===== src/sv/msep_pkg.sv =====
// package for the midi stream event parser: event kind codes, status constants,
// the result record and the decode helper functions
// no dependencies
package msep_pkg;

  typedef enum logic [3:0] {
    KIND_NOTEOFF   = 4'd0,
    KIND_NOTEON    = 4'd1,
    KIND_POLYPRESS = 4'd2,
    KIND_CONTROL   = 4'd3,
    KIND_PROGRAM   = 4'd4,
    KIND_CHANPRESS = 4'd5,
    KIND_WHEEL     = 4'd6,
    KIND_SONGPOS   = 4'd7,
    KIND_SONGSEL   = 4'd8,
    KIND_REALTIME  = 4'd9,
    KIND_NOSTATUS  = 4'd10,
    KIND_SYSEX     = 4'd11
  } kind_t;

  localparam logic [7:0] STATUS_SYSEX   = 8'hF0;
  localparam logic [7:0] STATUS_SONGPOS = 8'hF2;
  localparam logic [7:0] STATUS_SONGSEL = 8'hF3;
  localparam logic [3:0] HI_SYSTEM      = 4'hF;
  localparam logic [3:0] HI_NOTEON      = 4'h9;
  localparam logic [3:0] HI_PROGRAM     = 4'hC;
  localparam logic [3:0] HI_CHANPRESS   = 4'hD;
  localparam logic [7:0] VEL_DEFAULT    = 8'h40;

  typedef struct packed {
    kind_t      kind;
    logic [3:0] channel;
    logic [7:0] first_value;
    logic [7:0] second_value;
  } event_t;

  // data bytes that follow a status byte
  function automatic logic [1:0] data_count(input logic [7:0] status);
    logic [1:0] n;
    begin
      unique case (status[7:4])
        HI_PROGRAM, HI_CHANPRESS: n = 2'd1;
        HI_SYSTEM: begin
          if (status == STATUS_SONGPOS) n = 2'd2;
          else if (status == STATUS_SONGSEL) n = 2'd1;
          else n = 2'd0;
        end
        default: n = 2'd2;
      endcase
      return n;
    end
  endfunction

  // completed message for status st with data a and b
  function automatic event_t emit_message(input logic [7:0] st, input logic [7:0] a,
                                          input logic [7:0] b);
    event_t ev;
    begin
      ev.first_value  = a;
      ev.second_value = b;
      ev.channel      = st[3:0];
      ev.kind         = kind_t'({1'b0, st[6:4]});
      if (st[7:4] == HI_SYSTEM) begin
        ev.channel = 4'd0;
        if (st == STATUS_SONGPOS) begin
          ev.kind = KIND_SONGPOS;
        end else begin
          ev.kind         = KIND_SONGSEL;
          ev.second_value = 8'd0;
        end
      end else if (st[7:4] == HI_NOTEON && b == 8'd0) begin
        // note-on with zero velocity reads as note-off
        ev.kind         = KIND_NOTEOFF;
        ev.second_value = VEL_DEFAULT;
      end
      return ev;
    end
  endfunction

endpackage


===== src/sv/msep_byte_if.sv =====
// byte stream channel of the midi stream event parser: valid/ready and one byte
// no dependencies
interface msep_byte_if;
  logic       valid;
  logic       ready;
  logic [7:0] stream_byte;

  modport source (output valid, output stream_byte, input ready);
  modport sink (input valid, input stream_byte, output ready);
endinterface


===== src/sv/msep_event_if.sv =====
// decoded event channel of the midi stream event parser: valid/ready and event fields
// no dependencies
interface msep_event_if;
  logic       valid;
  logic       ready;
  logic [3:0] event_kind;
  logic [3:0] channel;
  logic [7:0] first_value;
  logic [7:0] second_value;

  modport source (output valid, output event_kind, output channel, output first_value,
                  output second_value, input ready);
  modport sink (input valid, input event_kind, input channel, input first_value,
                input second_value, output ready);
endinterface


===== src/sv/midi_stream_event_parser_unit.sv =====
// midi byte stream parser with running status: one byte in, at most one event out
// an event appears on the output register in the cycle after its last byte is taken
// throughput: one byte per cycle; parser state and the result register update together
// a held result only stalls input when it is not taken in the same cycle
// reset (synchronous, rst high) clears running status, pending count and output valid
// depends on msep_pkg, msep_byte_if, msep_event_if
module midi_stream_event_parser_unit (
  input logic          clk,
  input logic          rst,
  msep_byte_if.sink    stream,
  msep_event_if.source events
);
  import msep_pkg::*;

  logic [7:0] running_status, running_status_next;
  logic [7:0] message_status, message_status_next;
  logic [7:0] held_data, held_data_next;
  logic [1:0] bytes_pending, bytes_pending_next;
  logic       take;
  logic       ev_valid;
  event_t     ev;
  logic       out_valid;
  event_t     out_ev;
  logic [7:0] b;

  assign b    = stream.stream_byte;
  assign take = stream.valid && stream.ready;
  assign stream.ready = !out_valid || events.ready;

  always_comb begin
    running_status_next = running_status;
    message_status_next = message_status;
    held_data_next      = held_data;
    bytes_pending_next  = bytes_pending;
    ev_valid            = 1'b0;
    ev                  = '{kind: KIND_NOTEOFF, channel: 4'd0, first_value: b,
                            second_value: 8'd0};
    if (bytes_pending == 2'd1) begin
      bytes_pending_next = 2'd0;
      ev_valid           = 1'b1;
      if (data_count(message_status) == 2'd2) ev = emit_message(message_status, held_data, b);
      else ev = emit_message(message_status, b, 8'd0);
    end else if (bytes_pending != 2'd0) begin
      // status-like bytes are taken as data here
      held_data_next     = b;
      bytes_pending_next = 2'd1;
    end else if (b[7]) begin
      if (b[7:4] != HI_SYSTEM) running_status_next = b;
      if (b == STATUS_SYSEX) begin
        ev_valid = 1'b1;
        ev.kind  = KIND_SYSEX;
      end else if (data_count(b) == 2'd0) begin
        ev_valid = 1'b1;
        ev.kind  = KIND_REALTIME;
      end else begin
        message_status_next = b;
        bytes_pending_next  = data_count(b);
      end
    end else if (!running_status[7]) begin
      ev_valid = 1'b1;
      ev.kind  = KIND_NOSTATUS;
    end else begin
      message_status_next = running_status;
      if (data_count(running_status) == 2'd1) begin
        ev_valid = 1'b1;
        ev       = emit_message(running_status, b, 8'd0);
      end else begin
        held_data_next     = b;
        bytes_pending_next = 2'd1;
      end
    end
  end

  always_ff @(posedge clk) begin
    if (rst) begin
      running_status <= 8'd0;
      message_status <= 8'd0;
      held_data      <= 8'd0;
      bytes_pending  <= 2'd0;
      out_valid      <= 1'b0;
    end else begin
      if (take) begin
        running_status <= running_status_next;
        message_status <= message_status_next;
        held_data      <= held_data_next;
        bytes_pending  <= bytes_pending_next;
      end
      if (take && ev_valid) out_valid <= 1'b1;
      else if (events.ready) out_valid <= 1'b0;
    end
  end

  always_ff @(posedge clk) begin
    if (take && ev_valid) out_ev <= ev;
  end

  assign events.valid        = out_valid;
  assign events.event_kind   = out_ev.kind;
  assign events.channel      = out_ev.channel;
  assign events.first_value  = out_ev.first_value;
  assign events.second_value = out_ev.second_value;

  // pending count only ever holds 0, 1 or 2
  a_pending_range: assert property (@(posedge clk) disable iff (rst)
    bytes_pending != 2'd3)
    else $error("pending byte count out of range");

  // running status is empty or a channel status
  a_running_channel: assert property (@(posedge clk) disable iff (rst)
    running_status == 8'd0 || (running_status[7] && running_status[7:4] != HI_SYSTEM))
    else $error("running status holds a non-channel byte");

  // orphan data byte raises the no-status error next cycle
  a_nostatus: assert property (@(posedge clk) disable iff (rst)
    take && bytes_pending == 2'd0 && !b[7] && !running_status[7]
    |=> events.valid && events.event_kind == KIND_NOSTATUS)
    else $error("missing no-status error");

  // first of two data bytes leaves exactly one pending
  a_two_to_one: assert property (@(posedge clk) disable iff (rst)
    take && bytes_pending == 2'd2 |=> bytes_pending == 2'd1)
    else $error("pending count did not step down");

endmodule

===== src/flat_wrapper.sv =====
// flat-port wrapper written by rule: the top's interface ports become plain ports
module midi_stream_event_parser_unit_flat import msep_pkg::*;
  (clk, rst, stream_valid, stream_stream_byte, stream_ready, events_valid, events_event_kind, events_channel, events_first_value, events_second_value, events_ready);
  msep_byte_if stream_i ();
  msep_event_if events_i ();
  input logic clk;
  input logic rst;
  input wire logic [$bits(stream_i.valid)-1:0] stream_valid;
  input wire logic [$bits(stream_i.stream_byte)-1:0] stream_stream_byte;
  output wire logic [$bits(stream_i.ready)-1:0] stream_ready;
  output wire logic [$bits(events_i.valid)-1:0] events_valid;
  output wire logic [$bits(events_i.event_kind)-1:0] events_event_kind;
  output wire logic [$bits(events_i.channel)-1:0] events_channel;
  output wire logic [$bits(events_i.first_value)-1:0] events_first_value;
  output wire logic [$bits(events_i.second_value)-1:0] events_second_value;
  input wire logic [$bits(events_i.ready)-1:0] events_ready;
  assign stream_i.valid = stream_valid;
  assign stream_i.stream_byte = stream_stream_byte;
  assign stream_ready = stream_i.ready;
  assign events_valid = events_i.valid;
  assign events_event_kind = events_i.event_kind;
  assign events_channel = events_i.channel;
  assign events_first_value = events_i.first_value;
  assign events_second_value = events_i.second_value;
  assign events_i.ready = events_ready;
  midi_stream_event_parser_unit u_core (.clk(clk), .rst(rst), .stream(stream_i), .events(events_i));
endmodule

===== config.mk =====
export PLATFORM = sky130hd
export DESIGN_NAME = midi_stream_event_parser_unit_flat
export DESIGN_NICKNAME = d
export VERILOG_FILES = /design/src/sv/msep_pkg.sv /design/src/sv/msep_byte_if.sv /design/src/sv/msep_event_if.sv /design/src/sv/midi_stream_event_parser_unit.sv /design/src/flat_wrapper.sv
export SDC_FILE = /design/constraint.sdc
export NUM_CORES = 1
export LEC_CHECK = 0
export BUFFER_PORTS_ARGS = -buffer_cell sky130_fd_sc_hd__buf_2
export CAP_MARGIN = 20
export CORE_MARGIN = 4
export CORE_UTILIZATION = 35
export DETAILED_ROUTE_END_ITERATION = 10
export GPL_ROUTABILITY_DRIVEN = 0
export GPL_TIMING_DRIVEN = 0
export HOLD_SLACK_MARGIN = 0.08
export SYNTH_ARGS = -nofsm -noshare
export SYNTH_HDL_FRONTEND = slang
export SYNTH_SLANG_ARGS = --single-unit
export TNS_END_PERCENT = 50

===== constraint.sdc =====
create_clock -name clk -period 4.15 [get_ports clk]
set_clock_uncertainty 0.15 [all_clocks]
set_input_delay 0.2075 -clock clk [delete_from_list [all_inputs] [get_ports clk]]
set_output_delay 0.2075 -clock clk [all_outputs]
set_load 0.01 [all_outputs]

==> metrics, run 1 <==
Sink Count 51; CP top delay family compound AO/OA/AOI/OAI gates; mux share of post-synthesis cell area 0.0984; Worst Setup End Kind flop; fin crit period roughly 2.4 ns; GRT Total Usage 0.132; pin count of the biggest net entering global routing 21; Die Area between 8000 and 9000 µm²; vias post-DR between 1.5k and 2k; status completed; die width approximately 90 µm; number of top-level pins 38; Sw Ratio 0.263; Max Buffers Root-to-Sink 2; max_cap viols 0; DRC violations left 0; adder-cell area share of the yosys netlist 0; hold crit path type in2reg; number of synthesis warnings 0; Setup-failing EPs final 0; Crit-path slowest cell o31ai_2; Syn Area/Cell ~12 µm²; number of H-tree levels 2; Lkg Pwr 1.10 nW; CTS buffer count 5; Main synth FF type dfxtp_1; post-CTS setup buffers 0; Mapped Cells about 190; Startpoint Class flop; DRT Pass-1 Iters 4; count of cells resized by post-cts repair 0; Slew HR 0.526; WP data required about 4.0 ns; number of global-route vias before repair 1644; Int Pwr 777 µW; Arr. time, crit path 2.30 ns; Pwr per Cell Area 388 nW/µm²; Final WS setup between 1.5 and 2 ns; initial antenna violation count 0; maximum clock rate 409 MHz; Mapped Area 2340 µm²; Flop pwr share 0.560; setup_tns 0 ns; critical path's largest stage delay around 0.59 ns; Post-Synth Simple-Gate Area 0.140; first-pass GRT wire length around 8700 µm; CTS tree done; Port-buffer cells 34; Clk pwr share 0.277; Final nets 248; post-synthesis async set-or-reset flop share 0; fraction of layout cells with a size suffix above 1 0.287; Final ANT Viol Nets 0; Setup Slack @ Placement ~1.7 ns; DRT iter0 DRCs 98; average wire per standard cell between 15 and 20 µm; worst-margin pin slew roughly 0.70 ns; number of synthesized flops with an enable pin 24; CP max FO 20; Comb pwr share 0.163; hpwl dp about 3800 µm; Buf/Inv on CP 1; Synth Area in XOR/XNOR 0; core footprint between 6000 and 7000 µm²; cts hold-fix bufs 0; fin. max-slew vios 0; clock root buffer master clkbuf_8; Clk Latency, worst-skew pair around 0.29 ns; post-synthesis sequential area ratio 0.539; Sw Pwr 277 µW; Final Hold Vio Count 0; largest family of logic cells by synthesized area compound AO/OA/AOI/OAI gates; via/cell ratio between 5 and 6; Netlist cell types 49; routed wire length between 5000 and 6000 µm; Post-Syn Nets just over 200; fin crit share 0.589; total congestion overflow 0; Area Overhead vs Synth 16.2%; # fillers roughly 630; share of the synthesized area in compound gates (AO/OA/AOI/OAI) 0.188; worst path cell trace nand4b_1 -> o31ai_2 -> o311ai_0 -> o21ai_2 -> buf_8; Die Ht about 90 µm; crit path kind reg2reg; Worst-path clk slew around 0.090 ns; Rows 29; synthesis-stage register bit count 51; Antenna diodes 0; VDD IR-drop max between 0.0001 and 0.00015 V; initial core utilization 0.364; RSZ-0062 raised after global routing false
stage by stage:
stage,total power [mW],util,cell area (µm²),instances,hold slack (ns)
finish,1.05,0.423,2720,314,0.121
global route,1.10,0.423,2720,314,0.124
CTS,1.06,0.423,2720,314,0.103
detailed placement,0.774,0.409,2630,306,0.312
global placement,0.771,0.406,2610,305,0.305
floorplan,0.714,-,2340,194,0.190
sequential cells by signal, indices dropped and copies added (netlist names):
register,cells
u_core.bytes_pending,2
u_core.events.first_value,8
u_core.held_data,8
u_core.events.second_value,8
u_core.events.channel,4
u_core.events.event_kind,4
u_core.events.valid,1
u_core.message_status,8
u_core.running_status,8
final cells by class:
class	count	area, µm²	area share
Inverter	3	11.3	0.00414
Tap cell	77	96.3	0.0354
Timing Repair Buffer	35	185	0.0681
Sequential cell	51	1260	0.464
Multi-Input combinational cell	129	1000	0.368
Clock buffer	6	82.6	0.0304
Buffer	11	70.1	0.0258
Clock inverter	2	11.3	0.00414
cells by family after synthesis:
group | Yosys count
AOI/OAI and AO/OA | 53
buffers and inverters | 14
DFF | 51
muxes | 19
and+or+nand+nor | 57
cells in the mapped netlist (3+ instances only):
master | count | area (µm²)
nor2_1 | 9 | 33.8
mux2i_1 | 11 | 110
nor3_1 | 3 | 15.0
edfxtp_1 | 24 | 721
nand3_1 | 5 | 25.0
inv_1 | 3 | 11.3
a22o_1 | 12 | 105
nor2b_1 | 3 | 18.8
o21ai_0 | 5 | 25.0
o221a_2 | 3 | 33.8
buf_2 | 3 | 15.0
dfxtp_1 | 27 | 541
a311oi_1 | 7 | 61.3
a21oi_1 | 10 | 50.1
clkbuf_1 | 4 | 15.0
nand4_1 | 3 | 18.8
mux2_4 | 8 | 120
nand2_1 | 10 | 37.5
and3_1 | 8 | 50.1
nand2b_1 | 3 | 18.8
worst reg2reg max path, cell delays in order, from the launching register on:
cell and delay, ns:
dfxtp_1 0.35, nand4b_1 0.20, o31ai_2 0.59, o311ai_0 0.37, o21ai_2 0.25, buf_8 0.24
power by group through the flow:
stage               logic (mW)  clock network (mW)  registers, mW
floorplan                0.105                   0          0.610
detailed placement       0.173                   0          0.602
CTS                      0.173               0.297          0.590
finish                   0.172               0.291          0.590
global placement         0.167                   0          0.604
global route             0.188               0.319          0.596
layout by cell type, fill, tap and decap left out, types with 7 or more instances in the layout:
cell type	netlist	routed
a22o_1	12	12
a21oi_1	10	10
edfxtp_1	24	24
a311oi_1	7	7
nor2_1	9	9
mux2_4	8	8
nand2_1	10	10
dfxtp_1	27	27
mux2i_1	11	11
buf_2	3	37
and3_1	8	8
metal layers:
layer / global-route usage / share of wire
met3: 0.0267 / 0.050
met5: 0 / 0
met2: 0.210 / 0.46
met1: 0.178 / 0.47
met4: 0.0460 / 0.014
worst paths after layout:
| kind | from | end | slack, ns | cells after the start |
|---|---|---|---|---|
| worst max-delay path | u_core.running_status[3]$_SDFFE_PP0P_ | u_core.events.event_kind[3]$_DFFE_PP_ | 1.71 | 5 |
| worst min-delay path | stream_stream_byte[4] | u_core.message_status[4]$_SDFFE_PP0P_ | 0.12 | 3 |
| worst max register to register | u_core.running_status[3]$_SDFFE_PP0P_ | u_core.events.event_kind[3]$_DFFE_PP_ | 1.71 | 5 |
| worst min register to register | u_core.held_data[0]$_SDFFE_PP0P_ | u_core.held_data[0]$_SDFFE_PP0P_ | 0.33 | 1 |
(Power assumes the default switching activity.)
==> run 2: changes to the inputs <==
--- a/config.mk
+++ b/config.mk
@@ -5,6 +5,7 @@
 export SDC_FILE = /design/constraint.sdc
 export NUM_CORES = 1
 export LEC_CHECK = 0
+export ABC_AREA = 1
 export BUFFER_PORTS_ARGS = -buffer_cell sky130_fd_sc_hd__buf_2
 export CAP_MARGIN = 20
 export CORE_MARGIN = 4
==> constraint.sdc (replaced) <==
create_clock -name clk -period 2.2 [get_ports clk]
set_clock_uncertainty 0.15 [all_clocks]
set_input_delay 0.11 -clock clk [delete_from_list [all_inputs] [get_ports clk]]
set_output_delay 0.11 -clock clk [all_outputs]
set_load 0.01 [all_outputs]
==> metrics, run 2 <==
status completed (unchanged); crit path kind reg2reg (unchanged); WP data required 1.94 ns (was 4.00 ns); Pwr per Cell Area 781 nW/µm² (was 388 nW/µm²); largest family of logic cells by synthesized area simple AND/OR/NAND/NOR gates (was compound AO/OA/AOI/OAI gates); post-synthesis sequential area ratio 0.516 (was 0.539); clock root buffer master clkbuf_8 (unchanged); Worst Setup End Kind flop (unchanged); Rows 30 (was 29); CP top delay family simple AND/OR/NAND/NOR gates (was compound AO/OA/AOI/OAI gates); initial core utilization 0.359 (was 0.364); hold crit path type in2reg (unchanged); Fin Hold WS 0.102 ns (was 0.121 ns); Buf/Inv on CP 2 (was 1); routed wire length 6230 µm (was 5320 µm); via/cell ratio 4.87 (was 5.60); Synth Area in XOR/XNOR 0 (unchanged); share of the synthesized area in compound gates (AO/OA/AOI/OAI) 0.121 (was 0.188); number of global-route vias before repair 2030 (was 1644); vias post-DR 2172 (was 1758); adder-cell area share of the yosys netlist 0 (unchanged); Crit-path slowest cell clkinvlp_4 (was o31ai_2); Sw Pwr 655 µW (was 277 µW); critical path's largest stage delay 0.45 ns (was 0.59 ns); VDD IR-drop max 0.000283 V (was 0.000109 V); post-CTS setup buffers 0 (unchanged); top post-synthesis cells by area edfxtp_1 (30%), dfxtp_1 (22%), nand2_1 (8.9%) (was edfxtp_1 (31%), dfxtp_1 (23%), mux2_4 (5.1%)); Die Ht 91.5 µm (was 89.8 µm); initial antenna violation count 0 (unchanged); DRC violations left 0 (unchanged); Post-Syn Nets 306 (was 206); Setup-failing EPs final 0 (unchanged); fraction of layout cells with a size suffix above 1 0.220 (was 0.287); Netlist cell types 30 (was 49); DRT Pass-1 Iters 4 (unchanged); total congestion overflow 0 (unchanged); Lkg Pwr 1.23 nW (was 1.10 nW); Antenna diodes 0 (unchanged); Final ANT Viol Nets 0 (unchanged); pin count of the biggest net entering global routing 25 (was 21); Max Buffers Root-to-Sink 2 (unchanged); Finished Core Util 0.444 (was 0.423); fin crit share 0.927 (was 0.589); first-pass GRT wire length 10100 µm (was 8650 µm); top cells by count, synth nand2_1 (58), nor2_1 (41), inv_1 (32) (was dfxtp_1 (27), edfxtp_1 (24), a22o_1 (12)); Comb pwr share 0.194 (was 0.163); Die Area 8380 µm² (was 8060 µm²); number of H-tree levels 2 (unchanged); post-synthesis async set-or-reset flop share 0 (unchanged); hpwl dp 4410 µm (was 3770 µm); Clk pwr share 0.323 (was 0.277); mux share of post-synthesis cell area 0 (was 0.0984); max_cap viols 0 (unchanged); Int Pwr 1.70 mW (was 777 µW); number of top-level pins 38 (unchanged); commonest non-fill, non-tap cell in the layout nand2_1 (was buf_2); maximum clock rate 490 MHz (was 409 MHz); number of synthesized flops with an enable pin 24 (unchanged); Final nets 361 (was 248); Worst-path clk slew 0.10 ns (was 0.09 ns); Port-buffer cells 37 (was 34); Final Hold Vio Count 0 (unchanged); Flop pwr share 0.483 (was 0.560); core footprint 6790 µm² (was 6420 µm²); CP max FO 24 (was 20); worst-margin pin slew 0.560 ns (was 0.702 ns); GRT Total Usage 0.153 (was 0.132); Syn Area/Cell 8.31 µm² (was 12.1 µm²); Area Overhead vs Synth 23.5% (was 16.2%); Slew HR 0.627 (was 0.526); Sw Ratio 0.278 (was 0.263); Post-Synth Simple-Gate Area 0.290 (was 0.140); DRT iter0 DRCs 143 (was 98); fin. max-slew vios 0 (unchanged); Sink Count 51 (unchanged); synthesis-stage register bit count 51 (unchanged); average wire per standard cell 14.0 µm (was 16.9 µm); Startpoint Class flop (unchanged); worst path cell trace nand2_1 -> inv_1 -> nand2_1 -> nand3_1 -> nand2_1 -> nand3_1 -> nand2_2 -> clkinvlp_4 (was nand4b_1 -> o31ai_2 -> o311ai_0 -> o21ai_2 -> buf_8); most frequent cell after synthesis nand2_1 (was dfxtp_1); fin crit period 2.04 ns (was 2.44 ns); Main synth FF type dfxtp_1 (unchanged); number of synthesis warnings 0 (unchanged); CTS buffer count 5 (unchanged); most frequent cells in the layout nand2_1 (56), nor2_1 (41), buf_2 (39) (was buf_2 (37), dfxtp_1 (27), edfxtp_1 (24)); cell repeated most along the worst path nand2_1; CTS tree done (unchanged); share of the synthesized area in the top cell type 0.295 (was 0.308); Clk Latency, worst-skew pair 0.30 ns (was 0.29 ns); Mapped Area 2440 µm² (was 2340 µm²); die width 91.5 µm (was 89.8 µm); post-synth top area cell edfxtp_1 (unchanged); RSZ-0062 raised after global routing false (unchanged); Arr. time, crit path 1.78 ns (was 2.30 ns); # fillers 678 (was 629); Mapped Cells 294 (was 194)
-- run 2: changes by cell type in the layout (fill, tap and decap cells not counted), sizes merged, moves of 11 or more --
cell	change
a21oi	+14
mux2i	-11
o21ai	+12
nand2	+54
dlygate4sd3	+11
inv	+34
a22o	-12
nand3	+16
nor2	+41
-- run 2: area by class of cell --
type / count / area [µm²] / area share
Sequential cell: 51 / 1260 / 0.419
Multi-Input combinational cell: 199 / 1030 / 0.340
Timing Repair Buffer: 48 / 295 / 0.0979
Inverter: 38 / 146 / 0.0485
Tap cell: 96 / 120 / 0.0398
Clock buffer: 6 / 72.6 / 0.0241
Clock inverter: 2 / 60.1 / 0.0199
Buffer: 6 / 32.5 / 0.0108
-- run 2: path summary, 6_finish.rpt --
path,start,to,slack (ns),cells past startpoint
worst min-delay path,stream_stream_byte[0],u_core.events.second_value[0]$_SDFFCE_PN0P_,0.10,3
worst min register to register,u_core.held_data[6]$_SDFFE_PP0P_,u_core.held_data[6]$_SDFFE_PP0P_,0.32,2
worst max-delay path,u_core.running_status[6]$_SDFFE_PP0P_,u_core.events.channel[2]$_DFFE_PP_,0.16,8
worst max register to register,u_core.running_status[6]$_SDFFE_PP0P_,u_core.events.channel[2]$_DFFE_PP_,0.16,8
-- run 2: logic make-up (layout without fill, tap and decap cells) --
kind of cell | Yosys count | after routing
compound gates | 50 | 50
buf+inv | 44 | 100
flops | 51 | 51
simple gates | 149 | 149
-- run 2: repair_timing --
action,4_1_cts,5_1_grt
endpoints found under the setup margin,24,25
gates resized for setup,2,5
hold buffers,11,0
endpoints found under the hold margin,17,0
-- run 2: per-stage QoR --
step / instance area [µm²] / setup TNS (ns) / total power [mW] / setup WS (ns) / cells
after detailed placement: 2750 / -4.71 / 1.59 / -0.198 / 427
after CTS: 3000 / 0 / 2.36 / 0.0801 / 446
final: 3020 / 0 / 2.35 / 0.160 / 446
after floorplan: 2440 / 0 / 1.44 / 0.253 / 294
after global routing: 3020 / 0 / 2.47 / 0.00552 / 446
after global placement: 2750 / -4.07 / 1.58 / -0.172 / 427
-- run 2: power by group through the flow --
stage	logic [mW]	registers (mW)	clock network, mW
2_1_floorplan	0.264	1.18	0
3_3_place_gp	0.421	1.16	0
3_5_place_dp	0.427	1.16	0
4_1_cts	0.449	1.14	0.776
5_1_grt	0.510	1.15	0.815
6_report	0.456	1.14	0.761
-- run 2: metal layers --
layer | GRT usage | routed length (µm) | vias to the layer above
met4 | 0.0678 | 184 | 0
met1 | 0.193 | 2680 | 999
li1 | - | - | 1089
met2 | 0.255 | 3030 | 73
met5 | 0 | 0 | -
met3 | 0.0240 | 330 | 11
-- run 2: worst min-delay path, cell delays in order --
cell    delay (ns)
buf_2         0.15
inv_2         0.09
nor2_1        0.05
==> run 3: changes to the inputs <==
--- a/config.mk
+++ b/config.mk
@@ -6,11 +6,11 @@
 export NUM_CORES = 1
 export LEC_CHECK = 0
 export ABC_AREA = 1
-export BUFFER_PORTS_ARGS = -buffer_cell sky130_fd_sc_hd__buf_2
 export CAP_MARGIN = 20
 export CORE_MARGIN = 4
 export CORE_UTILIZATION = 35
 export DETAILED_ROUTE_END_ITERATION = 10
+export DONT_BUFFER_PORTS = 1
 export GPL_ROUTABILITY_DRIVEN = 0
 export GPL_TIMING_DRIVEN = 0
 export HOLD_SLACK_MARGIN = 0.08
==> metrics, run 3 (same netlist as run 2, synthesis figures left out) <==
CP top delay family buffers and inverters (was simple AND/OR/NAND/NOR gates); maximum clock rate 488 MHz (was 490 MHz); grt peak-use layer met2 (unchanged); core footprint 6790 µm² (unchanged); VDD IR-drop max 0.000296 V (was 0.000283 V); Port-buffer cells 0 (was 37); CTS buffer count 5 (unchanged); Clk Latency, worst-skew pair 0.31 ns (was 0.30 ns); Rows 30 (unchanged); GR met3 Demand/Resource 0.0323 (was 0.0240); RSZ-0062 raised after global routing false (unchanged); Max Buffers Root-to-Sink 2 (unchanged); Startpoint Class primary input (was flop); first-pass GRT wire length 10200 µm (was 10100 µm); Die Area 8380 µm² (unchanged); Area Overhead vs Synth 16.5% (was 23.5%); DRT iter0 DRCs 211 (was 143); vias post-DR 2095 (was 2172); CTS tree done (unchanged); Final ANT Viol Nets 0 (unchanged); number of top-level pins 38 (unchanged); most frequent cells in the layout nand2_1 (55), nor2_1 (41), inv_1 (31) (was nand2_1 (56), nor2_1 (41), buf_2 (39)); clock root buffer master clkbuf_8 (unchanged); critical path's largest stage delay 0.61 ns (was 0.45 ns); crit path kind in2reg (was reg2reg); met1 Track Usage GR 0.197 (was 0.193); fin. max-slew vios 0 (unchanged); hold crit path type in2reg (unchanged); max_cap viols 0 (unchanged); Final Hold Vio Count 0 (unchanged); total congestion overflow 0 (unchanged); Arr. time, crit path 2.14 ns (was 1.78 ns); CP max FO 10 (was 24); GRT met2 Usage 0.253 (was 0.255); routed wire length 6240 µm (was 6230 µm); Lkg Pwr 1.07 nW (was 1.23 nW); setup_tns 0 ns (unchanged); DRC violations left 0 (unchanged); initial antenna violation count 0 (unchanged); Die Ht 91.5 µm (unchanged); fin crit share 0.931 (was 0.927); initial core utilization 0.359 (unchanged); Antenna diodes 0 (unchanged); commonest non-fill, non-tap cell in the layout nand2_1 (unchanged); fin crit period 2.05 ns (was 2.04 ns); Slew HR 0.635 (was 0.627); status completed (unchanged); total power draw 2.09 mW (was 2.35 mW); die width 91.5 µm (unchanged); GRT Total Usage 0.154 (was 0.153); DRT Pass-1 Iters 5 (was 4); number of H-tree levels 2 (unchanged); Worst-path clk slew 0.10 ns (about the same); cell repeated most along the worst path dlygate4sd3_1 (was nand2_1); Pwr per Cell Area 735 nW/µm² (was 781 nW/µm²); average wire per standard cell 15.0 µm (was 14.0 µm); area of the multi-input gates 1020 µm² (was 1030 µm²); Worst Setup End Kind flop (unchanged); worst path cell trace dlygate4sd3_1 -> inv_1 -> clkbuf_1 -> o21ai_0 -> dlygate4sd3_1 -> a21oi_1 (was nand2_1 -> inv_1 -> nand2_1 -> nand3_1 -> nand2_1 -> nand3_1 -> nand2_2 -> clkinvlp_4); # fillers 686 (was 678); pin count of the biggest net entering global routing 25 (unchanged); Reg area 1260 µm² (about the same); number of global-route vias before repair 2007 (was 2030); worst-margin pin slew 0.547 ns (was 0.560 ns); fraction of layout cells with a size suffix above 1 0.134 (was 0.220); Buf/Inv on CP 4 (was 2); Sink Count 51 (unchanged); Crit-path slowest cell dlygate4sd3_1 (was clkinvlp_4); hpwl dp 4300 µm (was 4410 µm); via/cell ratio 5.02 (was 4.87); Final nets 332 (was 361); WP data required 2.29 ns (was 1.94 ns); Setup-failing EPs final 0 (unchanged)
-- run 3: layout make-up --
cell class | count | share of cell area
Tap cell | 96 | 0.0422
Clock buffer | 6 | 0.0255
Clock inverter | 2 | 0.00440
Multi-Input combinational cell | 199 | 0.358
Timing Repair Buffer | 18 | 0.0615
Buffer | 6 | 0.0114
Inverter | 38 | 0.0514
Sequential cell | 51 | 0.443
Timing Repair inverter | 1 | 0.00264
-- run 3: power breakdown --
group / switching, mW / internal, mW
combinational: 0.269 / 0.128
clock: 0.305 / 0.223
sequential: 0.0692 / 1.10
total: 0.644 / 1.45
-- run 3: worst reg2reg max path, stage by stage, from the launching register on --
cell	delay, ns
dfxtp_1	0.36
nand2_1	0.20
nand2_2	0.18
nor2_4	0.26
nand3_1	0.11
dlygate4sd3_1	0.56
a21oi_1	0.14
-- run 3: per-layer routing --
metal | vias to the layer above | share of wire
met4 | 0 | 0.032
li1 | 1025 | -
met5 | - | 0
met2 | 77 | 0.47
met3 | 15 | 0.062
met1 | 978 | 0.44
-- run 3: timing repair --
action                                  CTS  global route
setup buffers                             0             2
gates cloned                              0             1
endpoints found under the setup margin   24            26
hold buffers                             16             0
resized for setup                         2             4
endpoints found under the hold margin    38             0
pin swaps                                 0             0
-- run 3: final timing paths --
check / start / to / slack, ns / cells past startpoint
min: rst / u_core.events.valid$_SDFFE_PP0P_ / 0.09 / 2
min reg2reg: u_core.held_data[0]$_SDFFE_PP0P_ / u_core.held_data[0]$_SDFFE_PP0P_ / 0.32 / 2
max reg2reg: u_core.events.valid$_SDFFE_PP0P_ / u_core.held_data[1]$_SDFFE_PP0P_ / 0.17 / 6
max: rst / u_core.running_status[5]$_SDFFE_PP0P_ / 0.15 / 6
-- run 3: metrics by stage --
step / cell area [µm²] / utilization / instances / setup slack, ns / hold WS (ns)
2_1_floorplan: 2440 / - / 294 / 0.253 / 0.0291
3_3_place_gp: 2560 / 0.377 / 390 / -0.195 / 0.0325
3_5_place_dp: 2560 / 0.377 / 390 / -0.182 / 0.0327
4_1_cts: 2810 / 0.414 / 414 / 0.0131 / 0.0922
5_1_grt: 2850 / 0.419 / 417 / 0.0176 / 0.0940
6_report: 2850 / 0.419 / 417 / 0.152 / 0.0868
